`src/rtl/signal_block_statistics_top_macros.svh`:
```
// Assertion macros for the record statistics block.
// Each macro expects the signals clk and arst_n in the scope where it is used.
`ifndef SIGNAL_BLOCK_STATISTICS_TOP_MACROS_SVH
`define SIGNAL_BLOCK_STATISTICS_TOP_MACROS_SVH

// The consequent must hold in the same cycle as the antecedent.
`define SBS_ASSERT_NOW(label, ante, cons, msg) \
	label: assert property (@(posedge clk) disable iff (!arst_n) (ante) |-> (cons)) \
		else $error(msg);

// The consequent must hold in the cycle after the antecedent.
`define SBS_ASSERT_NEXT(label, ante, cons, msg) \
	label: assert property (@(posedge clk) disable iff (!arst_n) (ante) |=> (cons)) \
		else $error(msg);

`endif

```
`src/rtl/sbs_pkg.sv`:
```
package sbs_pkg;

	// Default parameter values.
	localparam int SAMPLE_BITS_DEF   = 16;
	localparam int MAX_COUNT_DEF     = 65536;
	localparam int FRACTION_BITS_DEF = 8;

	// Number of finished records that may wait for the back end.
	localparam int QUEUE_DEPTH = 2;

	// Fixed widths of the result fields.
	localparam int OUT_W       = 24;
	localparam int COUNT_OUT_W = 17;

	// Width of a counter that can hold max_count itself.
	function automatic int cnt_width(input int max_count);
		return $clog2(max_count + 1);
	endfunction

	// Width of the signed running sum.
	function automatic int sum_width(input int sample_bits, input int max_count);
		return sample_bits + cnt_width(max_count);
	endfunction

	// Width of the unsigned running sum of squares.
	function automatic int sq_width(input int sample_bits, input int max_count);
		return 2 * sample_bits - 2 + cnt_width(max_count);
	endfunction

endpackage

```
`src/rtl/sbs_queue.sv`:
```
`include "signal_block_statistics_top_macros.svh"

module sbs_queue #(
	parameter int WIDTH = 1,
	parameter int DEPTH = 2
) (
	input  logic             clk,
	input  logic             arst_n,
	input  logic             push,
	input  logic [WIDTH-1:0] push_data,
	output logic             full,
	input  logic             pop,
	output logic             pop_valid,
	output logic [WIDTH-1:0] pop_data
);

	localparam int PTR_W = (DEPTH > 1) ? $clog2(DEPTH) : 1;
	localparam int CNT_W = $clog2(DEPTH + 1);

	logic [WIDTH-1:0] mem_q [DEPTH];
	logic [PTR_W-1:0] wr_ptr_q;
	logic [PTR_W-1:0] rd_ptr_q;
	logic [CNT_W-1:0] count_q;

	assign full      = (count_q == CNT_W'(DEPTH));
	assign pop_valid = (count_q != '0);
	assign pop_data  = mem_q[rd_ptr_q];

	// Pointers and fill level.
	always_ff @(posedge clk or negedge arst_n) begin
		if (!arst_n) begin
			wr_ptr_q <= '0;
			rd_ptr_q <= '0;
			count_q  <= '0;
		end else begin
			if (push) begin
				wr_ptr_q <= (wr_ptr_q == PTR_W'(DEPTH - 1)) ? '0 : wr_ptr_q + 1'b1;
			end
			if (pop) begin
				rd_ptr_q <= (rd_ptr_q == PTR_W'(DEPTH - 1)) ? '0 : rd_ptr_q + 1'b1;
			end
			case ({push, pop})
				2'b10:   count_q <= count_q + 1'b1;
				2'b01:   count_q <= count_q - 1'b1;
				default: count_q <= count_q;
			endcase
		end
	end

	// Record storage.
	always_ff @(posedge clk) begin
		if (push) begin
			mem_q[wr_ptr_q] <= push_data;
		end
	end

	`SBS_ASSERT_NOW(a_queue_no_overrun, push, !full, "record pushed into a full queue")
	`SBS_ASSERT_NEXT(a_queue_fill_up, push && !pop, count_q == $past(count_q) + 1'b1,
		"queue level did not rise after a push")

endmodule

```
`src/rtl/sbs_front.sv`:
```
`include "signal_block_statistics_top_macros.svh"

module sbs_front #(
	parameter int SAMPLE_BITS   = sbs_pkg::SAMPLE_BITS_DEF,
	parameter int MAX_COUNT     = sbs_pkg::MAX_COUNT_DEF,
	parameter int SUM_W         = sbs_pkg::sum_width(SAMPLE_BITS, MAX_COUNT),
	parameter int SQ_W          = sbs_pkg::sq_width(SAMPLE_BITS, MAX_COUNT),
	parameter int CNT_W         = sbs_pkg::cnt_width(MAX_COUNT)
) (
	input  logic                          clk,
	input  logic                          arst_n,
	input  logic                          in_valid,
	output logic                          in_ready,
	input  logic signed [SAMPLE_BITS-1:0] sample,
	input  logic                          last,
	input  logic                          rec_full,
	output logic                          rec_push,
	output logic signed [SUM_W-1:0]       rec_sum,
	output logic        [SQ_W-1:0]        rec_sumsq,
	output logic        [CNT_W-1:0]       rec_count,
	output logic                          rec_ovf
);

	localparam int SQR_W = 2 * SAMPLE_BITS - 1;

	logic                          valid_s1;
	logic signed [SAMPLE_BITS-1:0] smp_s1;
	logic        [SQR_W-1:0]       sq_s1;
	logic                          last_s1;

	logic signed [2*SAMPLE_BITS-1:0] sq_full;
	logic                            adv;
	logic                            take;
	logic                            sat;

	logic signed [SUM_W-1:0] sum_q;
	logic        [SQ_W-1:0]  sumsq_q;
	logic        [CNT_W-1:0] count_q;
	logic                    ovf_q;

	logic signed [SUM_W-1:0] sum_nx;
	logic        [SQ_W-1:0]  sumsq_nx;
	logic        [CNT_W-1:0] count_nx;
	logic                    ovf_nx;

	// Stage 1 moves on unless it holds a record end that the queue cannot take.
	assign adv      = !valid_s1 || !last_s1 || !rec_full;
	assign in_ready = adv;
	assign take     = valid_s1 && adv;
	assign sq_full  = sample * sample;

	// Stage 1 control.
	always_ff @(posedge clk or negedge arst_n) begin
		if (!arst_n) begin
			valid_s1 <= 1'b0;
		end else if (adv) begin
			valid_s1 <= in_valid;
		end
	end

	// Stage 1 payload: the sample and its square.
	always_ff @(posedge clk) begin
		if (in_valid && adv) begin
			smp_s1  <= sample;
			sq_s1   <= sq_full[SQR_W-1:0];
			last_s1 <= last;
		end
	end

	// Accumulation, frozen once the count has reached its limit.
	always_comb begin
		sat      = (count_q >= CNT_W'(MAX_COUNT));
		sum_nx   = sat ? sum_q : sum_q + SUM_W'(smp_s1);
		sumsq_nx = sat ? sumsq_q : sumsq_q + SQ_W'(sq_s1);
		count_nx = sat ? count_q : count_q + 1'b1;
		ovf_nx   = ovf_q | sat;
	end

	// Running sums; a record end hands them over and starts afresh.
	always_ff @(posedge clk or negedge arst_n) begin
		if (!arst_n) begin
			sum_q   <= '0;
			sumsq_q <= '0;
			count_q <= '0;
			ovf_q   <= 1'b0;
		end else if (take) begin
			if (last_s1) begin
				sum_q   <= '0;
				sumsq_q <= '0;
				count_q <= '0;
				ovf_q   <= 1'b0;
			end else begin
				sum_q   <= sum_nx;
				sumsq_q <= sumsq_nx;
				count_q <= count_nx;
				ovf_q   <= ovf_nx;
			end
		end
	end

	assign rec_push  = take && last_s1;
	assign rec_sum   = sum_nx;
	assign rec_sumsq = sumsq_nx;
	assign rec_count = count_nx;
	assign rec_ovf   = ovf_nx;

	`SBS_ASSERT_NOW(a_front_count_limit, 1'b1, count_q <= CNT_W'(MAX_COUNT),
		"sample count ran past its limit")

endmodule

```
`src/rtl/sbs_divider.sv`:
```
module sbs_divider #(
	parameter int NUM_W = 8,
	parameter int DEN_W = 4
) (
	input  logic             clk,
	input  logic             arst_n,
	input  logic             start,
	input  logic [NUM_W-1:0] numer,
	input  logic [DEN_W-1:0] denom,
	output logic             done,
	output logic [NUM_W-1:0] quot,
	output logic [DEN_W-1:0] rem
);

	localparam int STEP_W = $clog2(NUM_W + 1);

	logic              busy_q;
	logic              done_q;
	logic [STEP_W-1:0] step_q;
	logic [NUM_W-1:0]  quot_q;
	logic [DEN_W-1:0]  rem_q;
	logic [DEN_W-1:0]  den_q;

	logic [DEN_W:0]    trial;
	logic [DEN_W:0]    diff;
	logic              ge;

	// One restoring step: bring down the next dividend bit and try the subtract.
	always_comb begin
		trial = {rem_q, quot_q[NUM_W-1]};
		diff  = trial - {1'b0, den_q};
		ge    = (trial >= {1'b0, den_q});
	end

	// Step sequencing.
	always_ff @(posedge clk or negedge arst_n) begin
		if (!arst_n) begin
			busy_q <= 1'b0;
			done_q <= 1'b0;
			step_q <= '0;
		end else if (start) begin
			busy_q <= 1'b1;
			done_q <= 1'b0;
			step_q <= STEP_W'(NUM_W);
		end else if (busy_q) begin
			step_q <= step_q - 1'b1;
			if (step_q == STEP_W'(1)) begin
				busy_q <= 1'b0;
				done_q <= 1'b1;
			end
		end else begin
			done_q <= 1'b0;
		end
	end

	// Quotient and remainder shift registers.
	always_ff @(posedge clk) begin
		if (start) begin
			quot_q <= numer;
			rem_q  <= '0;
			den_q  <= denom;
		end else if (busy_q) begin
			quot_q <= {quot_q[NUM_W-2:0], ge};
			rem_q  <= ge ? diff[DEN_W-1:0] : trial[DEN_W-1:0];
		end
	end

	assign done = done_q;
	assign quot = quot_q;
	assign rem  = rem_q;

endmodule

```
`src/rtl/sbs_isqrt.sv`:
```
module sbs_isqrt #(
	parameter int ROOT_W = 8
) (
	input  logic                clk,
	input  logic                arst_n,
	input  logic                start,
	input  logic [2*ROOT_W-1:0] radicand,
	output logic                done,
	output logic [ROOT_W-1:0]   root
);

	localparam int STEP_W = $clog2(ROOT_W + 1);

	logic                busy_q;
	logic                done_q;
	logic [STEP_W-1:0]   step_q;
	logic [2*ROOT_W-1:0] rad_q;
	logic [ROOT_W:0]     rem_q;
	logic [ROOT_W-1:0]   root_q;

	logic [ROOT_W+1:0]   rem_sh;
	logic [ROOT_W+1:0]   trial;
	logic [ROOT_W+1:0]   diff;
	logic                ge;

	// One digit step: two radicand bits in, one root bit out.
	always_comb begin
		rem_sh = {rem_q[ROOT_W-1:0], rad_q[2*ROOT_W-1 -: 2]};
		trial  = {root_q, 2'b01};
		diff   = rem_sh - trial;
		ge     = (rem_sh >= trial);
	end

	// Step sequencing.
	always_ff @(posedge clk or negedge arst_n) begin
		if (!arst_n) begin
			busy_q <= 1'b0;
			done_q <= 1'b0;
			step_q <= '0;
		end else if (start) begin
			busy_q <= 1'b1;
			done_q <= 1'b0;
			step_q <= STEP_W'(ROOT_W);
		end else if (busy_q) begin
			step_q <= step_q - 1'b1;
			if (step_q == STEP_W'(1)) begin
				busy_q <= 1'b0;
				done_q <= 1'b1;
			end
		end else begin
			done_q <= 1'b0;
		end
	end

	// Radicand, partial remainder and root.
	always_ff @(posedge clk) begin
		if (start) begin
			rad_q  <= radicand;
			rem_q  <= '0;
			root_q <= '0;
		end else if (busy_q) begin
			rad_q  <= rad_q << 2;
			rem_q  <= ge ? diff[ROOT_W:0] : rem_sh[ROOT_W:0];
			root_q <= {root_q[ROOT_W-2:0], ge};
		end
	end

	assign done = done_q;
	assign root = root_q;

endmodule

```
`src/rtl/sbs_back.sv`:
```
`include "signal_block_statistics_top_macros.svh"

module sbs_back #(
	parameter int SAMPLE_BITS   = sbs_pkg::SAMPLE_BITS_DEF,
	parameter int MAX_COUNT     = sbs_pkg::MAX_COUNT_DEF,
	parameter int FRACTION_BITS = sbs_pkg::FRACTION_BITS_DEF,
	parameter int SUM_W         = sbs_pkg::sum_width(SAMPLE_BITS, MAX_COUNT),
	parameter int SQ_W          = sbs_pkg::sq_width(SAMPLE_BITS, MAX_COUNT),
	parameter int CNT_W         = sbs_pkg::cnt_width(MAX_COUNT)
) (
	input  logic                                 clk,
	input  logic                                 arst_n,
	input  logic                                 rec_valid,
	output logic                                 rec_pop,
	input  logic signed [SUM_W-1:0]              rec_sum,
	input  logic        [SQ_W-1:0]               rec_sumsq,
	input  logic        [CNT_W-1:0]              rec_count,
	input  logic                                 rec_ovf,
	output logic                                 out_valid,
	input  logic                                 out_ready,
	output logic signed [sbs_pkg::OUT_W-1:0]       mean_value,
	output logic        [sbs_pkg::OUT_W-1:0]       rms_value,
	output logic        [sbs_pkg::OUT_W-1:0]       std_dev,
	output logic        [sbs_pkg::OUT_W-1:0]       amplitude,
	output logic        [sbs_pkg::COUNT_OUT_W-1:0] sample_count,
	output logic                                 overflow
);

	localparam int MAG_W  = SUM_W - 1;
	localparam int PROD_W = CNT_W + SQ_W;
	localparam int DIV_W  = PROD_W + 2 * FRACTION_BITS;
	localparam int RW     = SAMPLE_BITS + FRACTION_BITS;
	localparam int OW     = sbs_pkg::OUT_W;
	localparam int NW     = sbs_pkg::COUNT_OUT_W;

	typedef enum logic [3:0] {
		S_IDLE,
		S_MEAN,
		S_RMS,
		S_SQ_RMS,
		S_SQ_AMP,
		S_MUL_NS,
		S_MUL_SQ,
		S_VAR1,
		S_VAR2,
		S_SQ_STD,
		S_DONE
	} state_t;

	state_t state_q;

	// Record under work.
	logic [MAG_W-1:0] mag_q;
	logic             neg_q;
	logic [SQ_W-1:0]  sumsq_q;
	logic [CNT_W-1:0] n_q;
	logic             ovf_q;

	// Shared arithmetic units.
	logic              div_start_q;
	logic [DIV_W-1:0]  div_num_q;
	logic              div_done;
	logic [DIV_W-1:0]  div_quot;
	logic [CNT_W-1:0]  div_rem;
	logic              sqrt_start_q;
	logic [2*RW-1:0]   sqrt_rad_q;
	logic              sqrt_done;
	logic [RW-1:0]     sqrt_root;
	logic              div_go;
	logic              sqrt_go;

	// Shift-add multiplier.
	logic [PROD_W-1:0] acc_q;
	logic [PROD_W-1:0] mcand_q;
	logic [MAG_W-1:0]  mplier_q;

	// Results under work.
	logic [2*RW-1:0]   amp_rad_q;
	logic [OW-1:0]     mean_q;
	logic [OW-1:0]     rms_q;
	logic [OW-1:0]     amp_q;
	logic [OW-1:0]     std_q;

	// Output register.
	logic              out_valid_q;
	logic [OW-1:0]     mean_out_q;
	logic [OW-1:0]     rms_out_q;
	logic [OW-1:0]     std_out_q;
	logic [OW-1:0]     amp_out_q;
	logic [NW-1:0]     count_out_q;
	logic              ovf_out_q;

	logic [MAG_W-1:0]        rec_mag;
	logic [DIV_W-1:0]        mean_mag;
	logic signed [DIV_W-1:0] mean_full;
	logic                    half_up;

	sbs_divider #(
		.NUM_W(DIV_W),
		.DEN_W(CNT_W)
	) u_div (
		.clk    (clk),
		.arst_n (arst_n),
		.start  (div_start_q),
		.numer  (div_num_q),
		.denom  (n_q),
		.done   (div_done),
		.quot   (div_quot),
		.rem    (div_rem)
	);

	sbs_isqrt #(
		.ROOT_W(RW)
	) u_sqrt (
		.clk      (clk),
		.arst_n   (arst_n),
		.start    (sqrt_start_q),
		.radicand (sqrt_rad_q),
		.done     (sqrt_done),
		.root     (sqrt_root)
	);

	// Magnitude of the incoming sum and the floored, signed mean.
	always_comb begin
		rec_mag   = rec_sum[SUM_W-1] ? MAG_W'(-rec_sum) : MAG_W'(rec_sum);
		mean_mag  = div_quot + DIV_W'(neg_q && (div_rem != '0));
		mean_full = neg_q ? -$signed(mean_mag) : $signed(mean_mag);
		half_up   = ({div_rem, 1'b0} >= {1'b0, n_q});
	end

	// Start pulses for the shared divider and square root.
	always_comb begin
		div_go  = 1'b0;
		sqrt_go = 1'b0;
		case (state_q)
			S_IDLE:   div_go  = rec_valid;
			S_MEAN:   div_go  = div_done;
			S_RMS:    sqrt_go = div_done;
			S_SQ_RMS: sqrt_go = sqrt_done;
			S_MUL_SQ: div_go  = (mplier_q == '0);
			S_VAR1:   div_go  = div_done;
			S_VAR2:   sqrt_go = div_done;
			default:  div_go  = 1'b0;
		endcase
	end

	assign rec_pop = rec_valid && (state_q == S_IDLE);

	// Sequencer: mean, RMS, amplitude, then n*sumsq - sum^2 and the deviation.
	always_ff @(posedge clk or negedge arst_n) begin
		if (!arst_n) begin
			state_q      <= S_IDLE;
			mag_q        <= '0;
			neg_q        <= 1'b0;
			sumsq_q      <= '0;
			n_q          <= '0;
			ovf_q        <= 1'b0;
			div_start_q  <= 1'b0;
			div_num_q    <= '0;
			sqrt_start_q <= 1'b0;
			sqrt_rad_q   <= '0;
			acc_q        <= '0;
			mcand_q      <= '0;
			mplier_q     <= '0;
			amp_rad_q    <= '0;
			mean_q       <= '0;
			rms_q        <= '0;
			amp_q        <= '0;
			std_q        <= '0;
			out_valid_q  <= 1'b0;
			mean_out_q   <= '0;
			rms_out_q    <= '0;
			std_out_q    <= '0;
			amp_out_q    <= '0;
			count_out_q  <= '0;
			ovf_out_q    <= 1'b0;
		end else begin
			div_start_q  <= div_go;
			sqrt_start_q <= sqrt_go;
			// A finished record enters the output register once the previous result has left.
			if ((state_q == S_DONE) && (!out_valid_q || out_ready)) begin
				out_valid_q <= 1'b1;
			end else if (out_ready) begin
				out_valid_q <= 1'b0;
			end
			case (state_q)
				S_IDLE: begin
					if (rec_valid) begin
						mag_q       <= rec_mag;
						neg_q       <= rec_sum[SUM_W-1];
						sumsq_q     <= rec_sumsq;
						n_q         <= rec_count;
						ovf_q       <= rec_ovf;
						div_num_q   <= DIV_W'(rec_mag) << FRACTION_BITS;
						state_q     <= S_MEAN;
					end
				end
				S_MEAN: begin
					if (div_done) begin
						mean_q      <= OW'(mean_full);
						div_num_q   <= DIV_W'(sumsq_q) << (2 * FRACTION_BITS);
						state_q     <= S_RMS;
					end
				end
				S_RMS: begin
					if (div_done) begin
						sqrt_rad_q   <= div_quot[2*RW-1:0];
						amp_rad_q    <= {div_quot[2*RW-2:0], half_up};
						state_q      <= S_SQ_RMS;
					end
				end
				S_SQ_RMS: begin
					if (sqrt_done) begin
						rms_q        <= OW'(sqrt_root);
						sqrt_rad_q   <= amp_rad_q;
						state_q      <= S_SQ_AMP;
					end
				end
				S_SQ_AMP: begin
					if (sqrt_done) begin
						amp_q    <= OW'(sqrt_root);
						acc_q    <= '0;
						mcand_q  <= PROD_W'(sumsq_q);
						mplier_q <= MAG_W'(n_q);
						state_q  <= S_MUL_NS;
					end
				end
				S_MUL_NS: begin
					if (mplier_q == '0) begin
						mcand_q  <= PROD_W'(mag_q);
						mplier_q <= mag_q;
						state_q  <= S_MUL_SQ;
					end else begin
						if (mplier_q[0]) begin
							acc_q <= acc_q + mcand_q;
						end
						mcand_q  <= mcand_q << 1;
						mplier_q <= mplier_q >> 1;
					end
				end
				S_MUL_SQ: begin
					// n*sumsq never falls below sum^2, so the running difference stays non-negative.
					if (mplier_q == '0) begin
						div_num_q   <= DIV_W'(acc_q) << (2 * FRACTION_BITS);
						state_q     <= S_VAR1;
					end else begin
						if (mplier_q[0]) begin
							acc_q <= acc_q - mcand_q;
						end
						mcand_q  <= mcand_q << 1;
						mplier_q <= mplier_q >> 1;
					end
				end
				S_VAR1: begin
					if (div_done) begin
						div_num_q   <= div_quot;
						state_q     <= S_VAR2;
					end
				end
				S_VAR2: begin
					if (div_done) begin
						sqrt_rad_q   <= div_quot[2*RW-1:0];
						state_q      <= S_SQ_STD;
					end
				end
				S_SQ_STD: begin
					if (sqrt_done) begin
						std_q   <= OW'(sqrt_root);
						state_q <= S_DONE;
					end
				end
				S_DONE: begin
					if (!out_valid_q || out_ready) begin
						mean_out_q  <= mean_q;
						rms_out_q   <= rms_q;
						std_out_q   <= std_q;
						amp_out_q   <= amp_q;
						count_out_q <= NW'(n_q);
						ovf_out_q   <= ovf_q;
						state_q     <= S_IDLE;
					end
				end
				default: begin
					state_q <= S_IDLE;
				end
			endcase
		end
	end

	assign out_valid    = out_valid_q;
	assign mean_value   = mean_out_q;
	assign rms_value    = rms_out_q;
	assign std_dev      = std_out_q;
	assign amplitude    = amp_out_q;
	assign sample_count = count_out_q;
	assign overflow     = ovf_out_q;

	`SBS_ASSERT_NOW(a_back_div_state, div_done,
		(state_q == S_MEAN) || (state_q == S_RMS) || (state_q == S_VAR1) || (state_q == S_VAR2),
		"divider finished outside a division step")
	`SBS_ASSERT_NOW(a_back_std_below_rms, out_valid_q, std_out_q <= rms_out_q,
		"standard deviation exceeds the RMS value")
	`SBS_ASSERT_NOW(a_back_amp_above_rms, out_valid_q, amp_out_q >= rms_out_q,
		"amplitude below the RMS value")

endmodule

```
`src/rtl/signal_block_statistics_top.sv`:
```
// Samples are taken one per cycle; a record's results follow its last sample at a pace set by the
// bit-serial divider, whose width is DW = CNT_W + SQ_W + 2*FRACTION_BITS.
// The back end handles one record at a time; up to two finished records wait in a queue, and
// input stalls only when that queue is full while a record end is pending.
// Reset (arst_n low, asynchronous) clears the running sums, the queue and all pending results.
module signal_block_statistics_top #(
	parameter int SAMPLE_BITS   = sbs_pkg::SAMPLE_BITS_DEF,
	parameter int MAX_COUNT     = sbs_pkg::MAX_COUNT_DEF,
	parameter int FRACTION_BITS = sbs_pkg::FRACTION_BITS_DEF
) (
	input  logic                                 clk,
	input  logic                                 arst_n,
	input  logic                                 in_valid,
	output logic                                 in_ready,
	input  logic signed [SAMPLE_BITS-1:0]        sample,
	input  logic                                 last,
	output logic                                 out_valid,
	input  logic                                 out_ready,
	output logic signed [sbs_pkg::OUT_W-1:0]       mean_value,
	output logic        [sbs_pkg::OUT_W-1:0]       rms_value,
	output logic        [sbs_pkg::OUT_W-1:0]       std_dev,
	output logic        [sbs_pkg::OUT_W-1:0]       amplitude,
	output logic        [sbs_pkg::COUNT_OUT_W-1:0] sample_count,
	output logic                                 overflow
);

	localparam int CNT_W = sbs_pkg::cnt_width(MAX_COUNT);
	localparam int SUM_W = sbs_pkg::sum_width(SAMPLE_BITS, MAX_COUNT);
	localparam int SQ_W  = sbs_pkg::sq_width(SAMPLE_BITS, MAX_COUNT);
	localparam int REC_W = SUM_W + SQ_W + CNT_W + 1;

	logic                    rec_full;
	logic                    rec_push;
	logic signed [SUM_W-1:0] push_sum;
	logic        [SQ_W-1:0]  push_sumsq;
	logic        [CNT_W-1:0] push_count;
	logic                    push_ovf;
	logic        [REC_W-1:0] push_data;

	logic                    rec_pop;
	logic                    rec_valid;
	logic        [REC_W-1:0] pop_data;
	logic signed [SUM_W-1:0] pop_sum;
	logic        [SQ_W-1:0]  pop_sumsq;
	logic        [CNT_W-1:0] pop_count;
	logic                    pop_ovf;

	// Front end: per-sample accumulation.
	sbs_front #(
		.SAMPLE_BITS (SAMPLE_BITS),
		.MAX_COUNT   (MAX_COUNT),
		.SUM_W       (SUM_W),
		.SQ_W        (SQ_W),
		.CNT_W       (CNT_W)
	) u_front (
		.clk       (clk),
		.arst_n    (arst_n),
		.in_valid  (in_valid),
		.in_ready  (in_ready),
		.sample    (sample),
		.last      (last),
		.rec_full  (rec_full),
		.rec_push  (rec_push),
		.rec_sum   (push_sum),
		.rec_sumsq (push_sumsq),
		.rec_count (push_count),
		.rec_ovf   (push_ovf)
	);

	// Finished records travel packed through the queue.
	assign push_data = {push_sum, push_sumsq, push_count, push_ovf};
	assign {pop_sum, pop_sumsq, pop_count, pop_ovf} = pop_data;

	sbs_queue #(
		.WIDTH (REC_W),
		.DEPTH (sbs_pkg::QUEUE_DEPTH)
	) u_queue (
		.clk       (clk),
		.arst_n    (arst_n),
		.push      (rec_push),
		.push_data (push_data),
		.full      (rec_full),
		.pop       (rec_pop),
		.pop_valid (rec_valid),
		.pop_data  (pop_data)
	);

	// Back end: per-record division and roots.
	sbs_back #(
		.SAMPLE_BITS   (SAMPLE_BITS),
		.MAX_COUNT     (MAX_COUNT),
		.FRACTION_BITS (FRACTION_BITS),
		.SUM_W         (SUM_W),
		.SQ_W          (SQ_W),
		.CNT_W         (CNT_W)
	) u_back (
		.clk          (clk),
		.arst_n       (arst_n),
		.rec_valid    (rec_valid),
		.rec_pop      (rec_pop),
		.rec_sum      (pop_sum),
		.rec_sumsq    (pop_sumsq),
		.rec_count    (pop_count),
		.rec_ovf      (pop_ovf),
		.out_valid    (out_valid),
		.out_ready    (out_ready),
		.mean_value   (mean_value),
		.rms_value    (rms_value),
		.std_dev      (std_dev),
		.amplitude    (amplitude),
		.sample_count (sample_count),
		.overflow     (overflow)
	);

endmodule
```
`config.mk`:
```
export PLATFORM = sky130hd
export DESIGN_NAME = signal_block_statistics_top
export DESIGN_NICKNAME = d
export VERILOG_FILES = /design/src/rtl/sbs_pkg.sv /design/src/rtl/sbs_queue.sv /design/src/rtl/sbs_front.sv /design/src/rtl/sbs_divider.sv /design/src/rtl/sbs_isqrt.sv /design/src/rtl/sbs_back.sv /design/src/rtl/signal_block_statistics_top.sv
export VERILOG_INCLUDE_DIRS = /design/src /design/src/rtl
export SDC_FILE = /design/constraint.sdc
export NUM_CORES = 2
export LEC_CHECK = 0
export BUFFER_PORTS_ARGS = -buffer_cell sky130_fd_sc_hd__buf_2
export CAP_MARGIN = 20
export CORE_MARGIN = 3
export CORE_UTILIZATION = 55
export CTS_CLUSTER_SIZE = 16
export DETAILED_ROUTE_END_ITERATION = 6
export PLACE_DENSITY = 0.71
export SKIP_CTS_REPAIR_TIMING = 1
export SLEW_MARGIN = 0
export SYNTH_ARGS = -nofsm -noshare
export SYNTH_HDL_FRONTEND = slang
export SYNTH_SLANG_ARGS = --single-unit
```
`constraint.sdc`:
```
create_clock -name clk -period 7.8 [get_ports clk]
set_input_delay 0.39 -clock clk [delete_from_list [all_inputs] [get_ports clk]]
set_output_delay 0.39 -clock clk [all_outputs]
set_load 0.03 [all_outputs]
```
==> results.yml <==
sta:
  min_period_ns: 6.676
  max_freq_mhz: 149.8
  setup_violations: 0
  relSlewSlack_pct: 28.80
  rsz0062_at_grt: "false"
  worst_pin_slew_ns: 1.068
  fin_crit_sh_pct: 85.59
  setup_ws_ns: 1.124
  slew_viol_final: 0
  setup_tns_ns: 0
  skew_ns: 0.04652
  hold_viol_final: 0
die:
  die_w_um: 362.6
  rows: 130
  ioPinCount: 137
  start_util_pct: 55.56
  core_um2: 125900
  die_h_um: 362.6
  die-area_um2: 131500
worst_hold_path:
  holdPathEnd: "u_front.smp_s1[7]"
  worstHoldStart: "sample[7]"
  hold_path_depth: 1
  hp-class: "primary input to flip-flop"
finish:
  drive_gt1_share_pct: 11.39
  finalNetCount: 7258
  final_core_util_pct: 60.92
  area_growth_pct: 9.651
  diodes: 0
setup_path:
  rr_startpoint: "u_back.mcand_q[13]"
  cp_data_required_time_ns: 8.32
  critPathKind: "primary input to flip-flop"
  endpoint_kind: "flip-flop"
  cp_common_cell: "inv_1"
  arrival_ns: 7.20
  reg2regPathDepth: 18
  slowest_stage: "a221oi_1"
  cp.buffers_inverters: 11
  crit_family: "adder cells"
  crit_path_max_incr_delay_ns: 0.59
  worstReg2RegEnd: "u_back.acc_q[63]"
  worst_setup_path_start_kind: "primary input"
  cp_max_fo: 11
  rrSetupSlack_ns: 1.26
clock_network:
  cts_tree: "done"
  cts-root-buf: "clkbuf_16"
  clk_pin_slew_ns: 0.06
  clock_latency_ns: 0.79
  clock_path_buffers: 3
  cts.sinks: 1222
  cts_made_buffers: 131
  cts-htree-levels: 4
synthesis:
  synth_cell_types: 97
  synth_edf_count: 387
  ys_seq_area_share_pct: 46.03
  synth_fp_nets: 7274
  syn_avg_cell_area_um2: 10.38
  synth_seq_cells: 1222
  synth-warning-count: 0
  synth_cells: 6736
  synth_ff_type: "dfrtp_1"
  synth_async_sr_flop_share_pct: 63.01
  synth.cell_area_um2: 69940
grt:
  antenna_found_initial: 4
  grt_pass1_vias: 49690
  grt_max_degree: 153
  grt_pass1_wl_um: 282700
  overflow: 0
  grt.total_usage_pct: 27.12
placed_design:
  port_buffers: 136
  dp_hpwl_um: 125600
  dp_slack_ns: 0.7946
  gp_congestion: 0.9253
route:
  detailedRoute.firstPassIterationCount: 7
  drt_iter0_drc: 5228
  num_vias: 50690
  totalWireLength_um: 177700
  via_per_inst: 5.978
  drc_errors: 13
  drtAntennaViolNets: 0
  wl_per_cell_um: 20.95
power_and_ir_drop:
  irDropWorstVdd_mv: 1.352
  power.leakage_nw: 34.55
  cellPowerDensity_nw_per_um2: 487.7
flow_run:
  drv_cap: 0
run_status:
  violations: "DRC"
  status: "finished with violations"
==> power breakdown <==
group / switching, W / internal (W) / leakage, nW / total (W)
Clock: 0.00275 / 0.00369 / 2.18 / 0.00645
Sequential: 0.00198 / 0.00938 / 14.4 / 0.0114
Combinational: 0.0118 / 0.00779 / 18.0 / 0.0196
Total: 0.0165 / 0.0209 / 34.6 / 0.0374
==> cell families (layout without fill, tap and decap cells) <==
group / count (synthesis) / in the layout / synth area share [%]
xor gates and xnor gates: 371 / 371 / 4.657
buffers and inverters: 868 / 962 / 4.733
DFF: 1222 / 1222 / 46.03
muxes: 486 / 486 / 7.458
AOI/OAI and AO/OA: 1533 / 1533 / 14.17
and+or+nand+nor: 1739 / 1739 / 11.21
adders and majority gates: 517 / 517 / 11.75
==> cell usage after synthesis (53+ instances only) <==
cell | number | share of area, %
a21o_1 | 100 | 1.1
a21oi_1 | 235 | 1.7
a222oi_1 | 79 | 1.1
a22o_1 | 70 | 0.88
a31oi_1 | 64 | 0.57
clkbuf_1 | 309 | 1.7
dfrtp_1 | 770 | 28
dfxtp_1 | 65 | 1.9
edfxtp_1 | 387 | 17
fa_1 | 233 | 6.7
ha_1 | 284 | 5.1
inv_1 | 502 | 2.7
mux2_2 | 281 | 4.5
mux2i_1 | 205 | 2.9
nand2_1 | 825 | 4.4
nand2b_1 | 53 | 0.47
nand3_1 | 83 | 0.59
nor2_1 | 394 | 2.1
nor3_1 | 66 | 0.47
o21ai_0 | 589 | 4.2
xnor2_1 | 214 | 2.7
xor2_1 | 156 | 2.0
==> worst register-to-register path: stages (launching register included) <==
cell and delay, ns:
dfrtp_1 0.47, or4_1 0.65, nor4_2 0.40, and4bb_1 0.47, nand2_1 0.36, nor2_1 0.50
a21oi_1 0.16, xnor2_1 0.17, ha_1 0.40, nand2_1 0.15, nor2_1 0.17, nand4b_1 0.19
nor3_1 0.21, o21ai_1 0.24, a211o_1 0.41, a2111oi_0 0.72, nor3_1 0.17, or4b_1 0.52
nand3_1 0.09
==> through the flow <==
step                      total power [W]  cells  instance area, µm²  hold WS [ns]
after detailed placement          0.03085   8229               72050        0.4231
final                             0.03740   8480               76690       0.02947
after global placement            0.03036   8229               72050        0.4242
after global routing              0.04028   8480               76690      0.001534
after floorplan                   0.02534   6736               69940       0.09441
after CTS                         0.03741   8472               76560       -0.4170
==> layout make-up <==
cell class | count | area, µm²
Clock inverter | 75 | 968.4
Multi-Input combinational cell | 4646 | 34620
Tap cell | 1650 | 2064
Clock buffer | 168 | 3550
Timing Repair Buffer | 212 | 1379
Inverter | 507 | 1904
Fill cell | 10300 | 49200
Sequential cell | 1222 | 32210
==> registers in the layout (all words and copies together) (netlist names), 30 cells and up <==
name,flops
u_back.u_sqrt.rad_q,48
u_front.sumsq_q,47
u_back.acc_q,64
u_back.div_num_q,80
u_front.sum_q,33
u_queue.mem_q,196
u_front.sq_s1,30
u_back.mplier_q,32
u_back.mcand_q,64
u_back.amp_rad_q,48
u_back.u_div.quot,80
u_back.mag_q,32
u_back.sumsq_q,47
u_back.sqrt_rad_q,48
==> cell usage in the layout (no fill, tap or decap), types with 35 or more instances in the layout <==
cell / synthesis / final
xor2_1: 156 / 156
mux2_2: 281 / 281
nand2_1: 825 / 823
mux2i_1: 205 / 204
o21bai_1: 38 / 38
dfxtp_1: 65 / 65
and2_1: 49 / 48
ha_1: 284 / 284
buf_4: 2 / 64
o21ai_0: 589 / 588
clkbuf_16: 0 / 133
nand3_1: 83 / 79
nand2b_1: 53 / 53
a211oi_1: 43 / 42
dfrtp_1: 770 / 765
o21a_1: 39 / 38
fa_1: 233 / 233
nor2_1: 394 / 390
nor2b_1: 36 / 35
nor3_1: 66 / 65
o31ai_1: 43 / 42
inv_1: 502 / 501
nand4_1: 50 / 50
a31oi_1: 64 / 64
a21oi_1: 235 / 234
and3_1: 38 / 37
xnor2_1: 214 / 214
a222oi_1: 79 / 79
buf_2: 16 / 135
a221oi_1: 48 / 47
edfxtp_1: 387 / 387
a22o_1: 70 / 70
a21o_1: 100 / 100
==> routing by layer <==
layer / up-vias / share of wire, % / track usage, %
met3: 318 / 5.8 / 4.092
met4: 6 / 3.5 / 9.955
met5: - / 0.025 / 0
met2: 1473 / 46 / 42.89
met1: 25190 / 44 / 38.14
li1: 23710 / - / -
==> how the worst max path moves through the flow <==
stage,from,to,slack [ns],depth (start not counted)
5_1_grt,sample[12],u_front.sq_s1[27],0.72,27
3_3_place_gp,sample[3],u_front.sq_s1[27],0.84,24
4_1_cts,u_back.mcand_q[13],u_back.acc_q[63],1.32,18
2_1_floorplan,sample[15],u_front.sq_s1[27],1.20,24
6_report,sample[12],u_front.sq_s1[27],1.12,27
3_5_place_dp,sample[3],u_front.sq_s1[27],0.79,24
No activity file was read; power rests on OpenSTA's default activity.
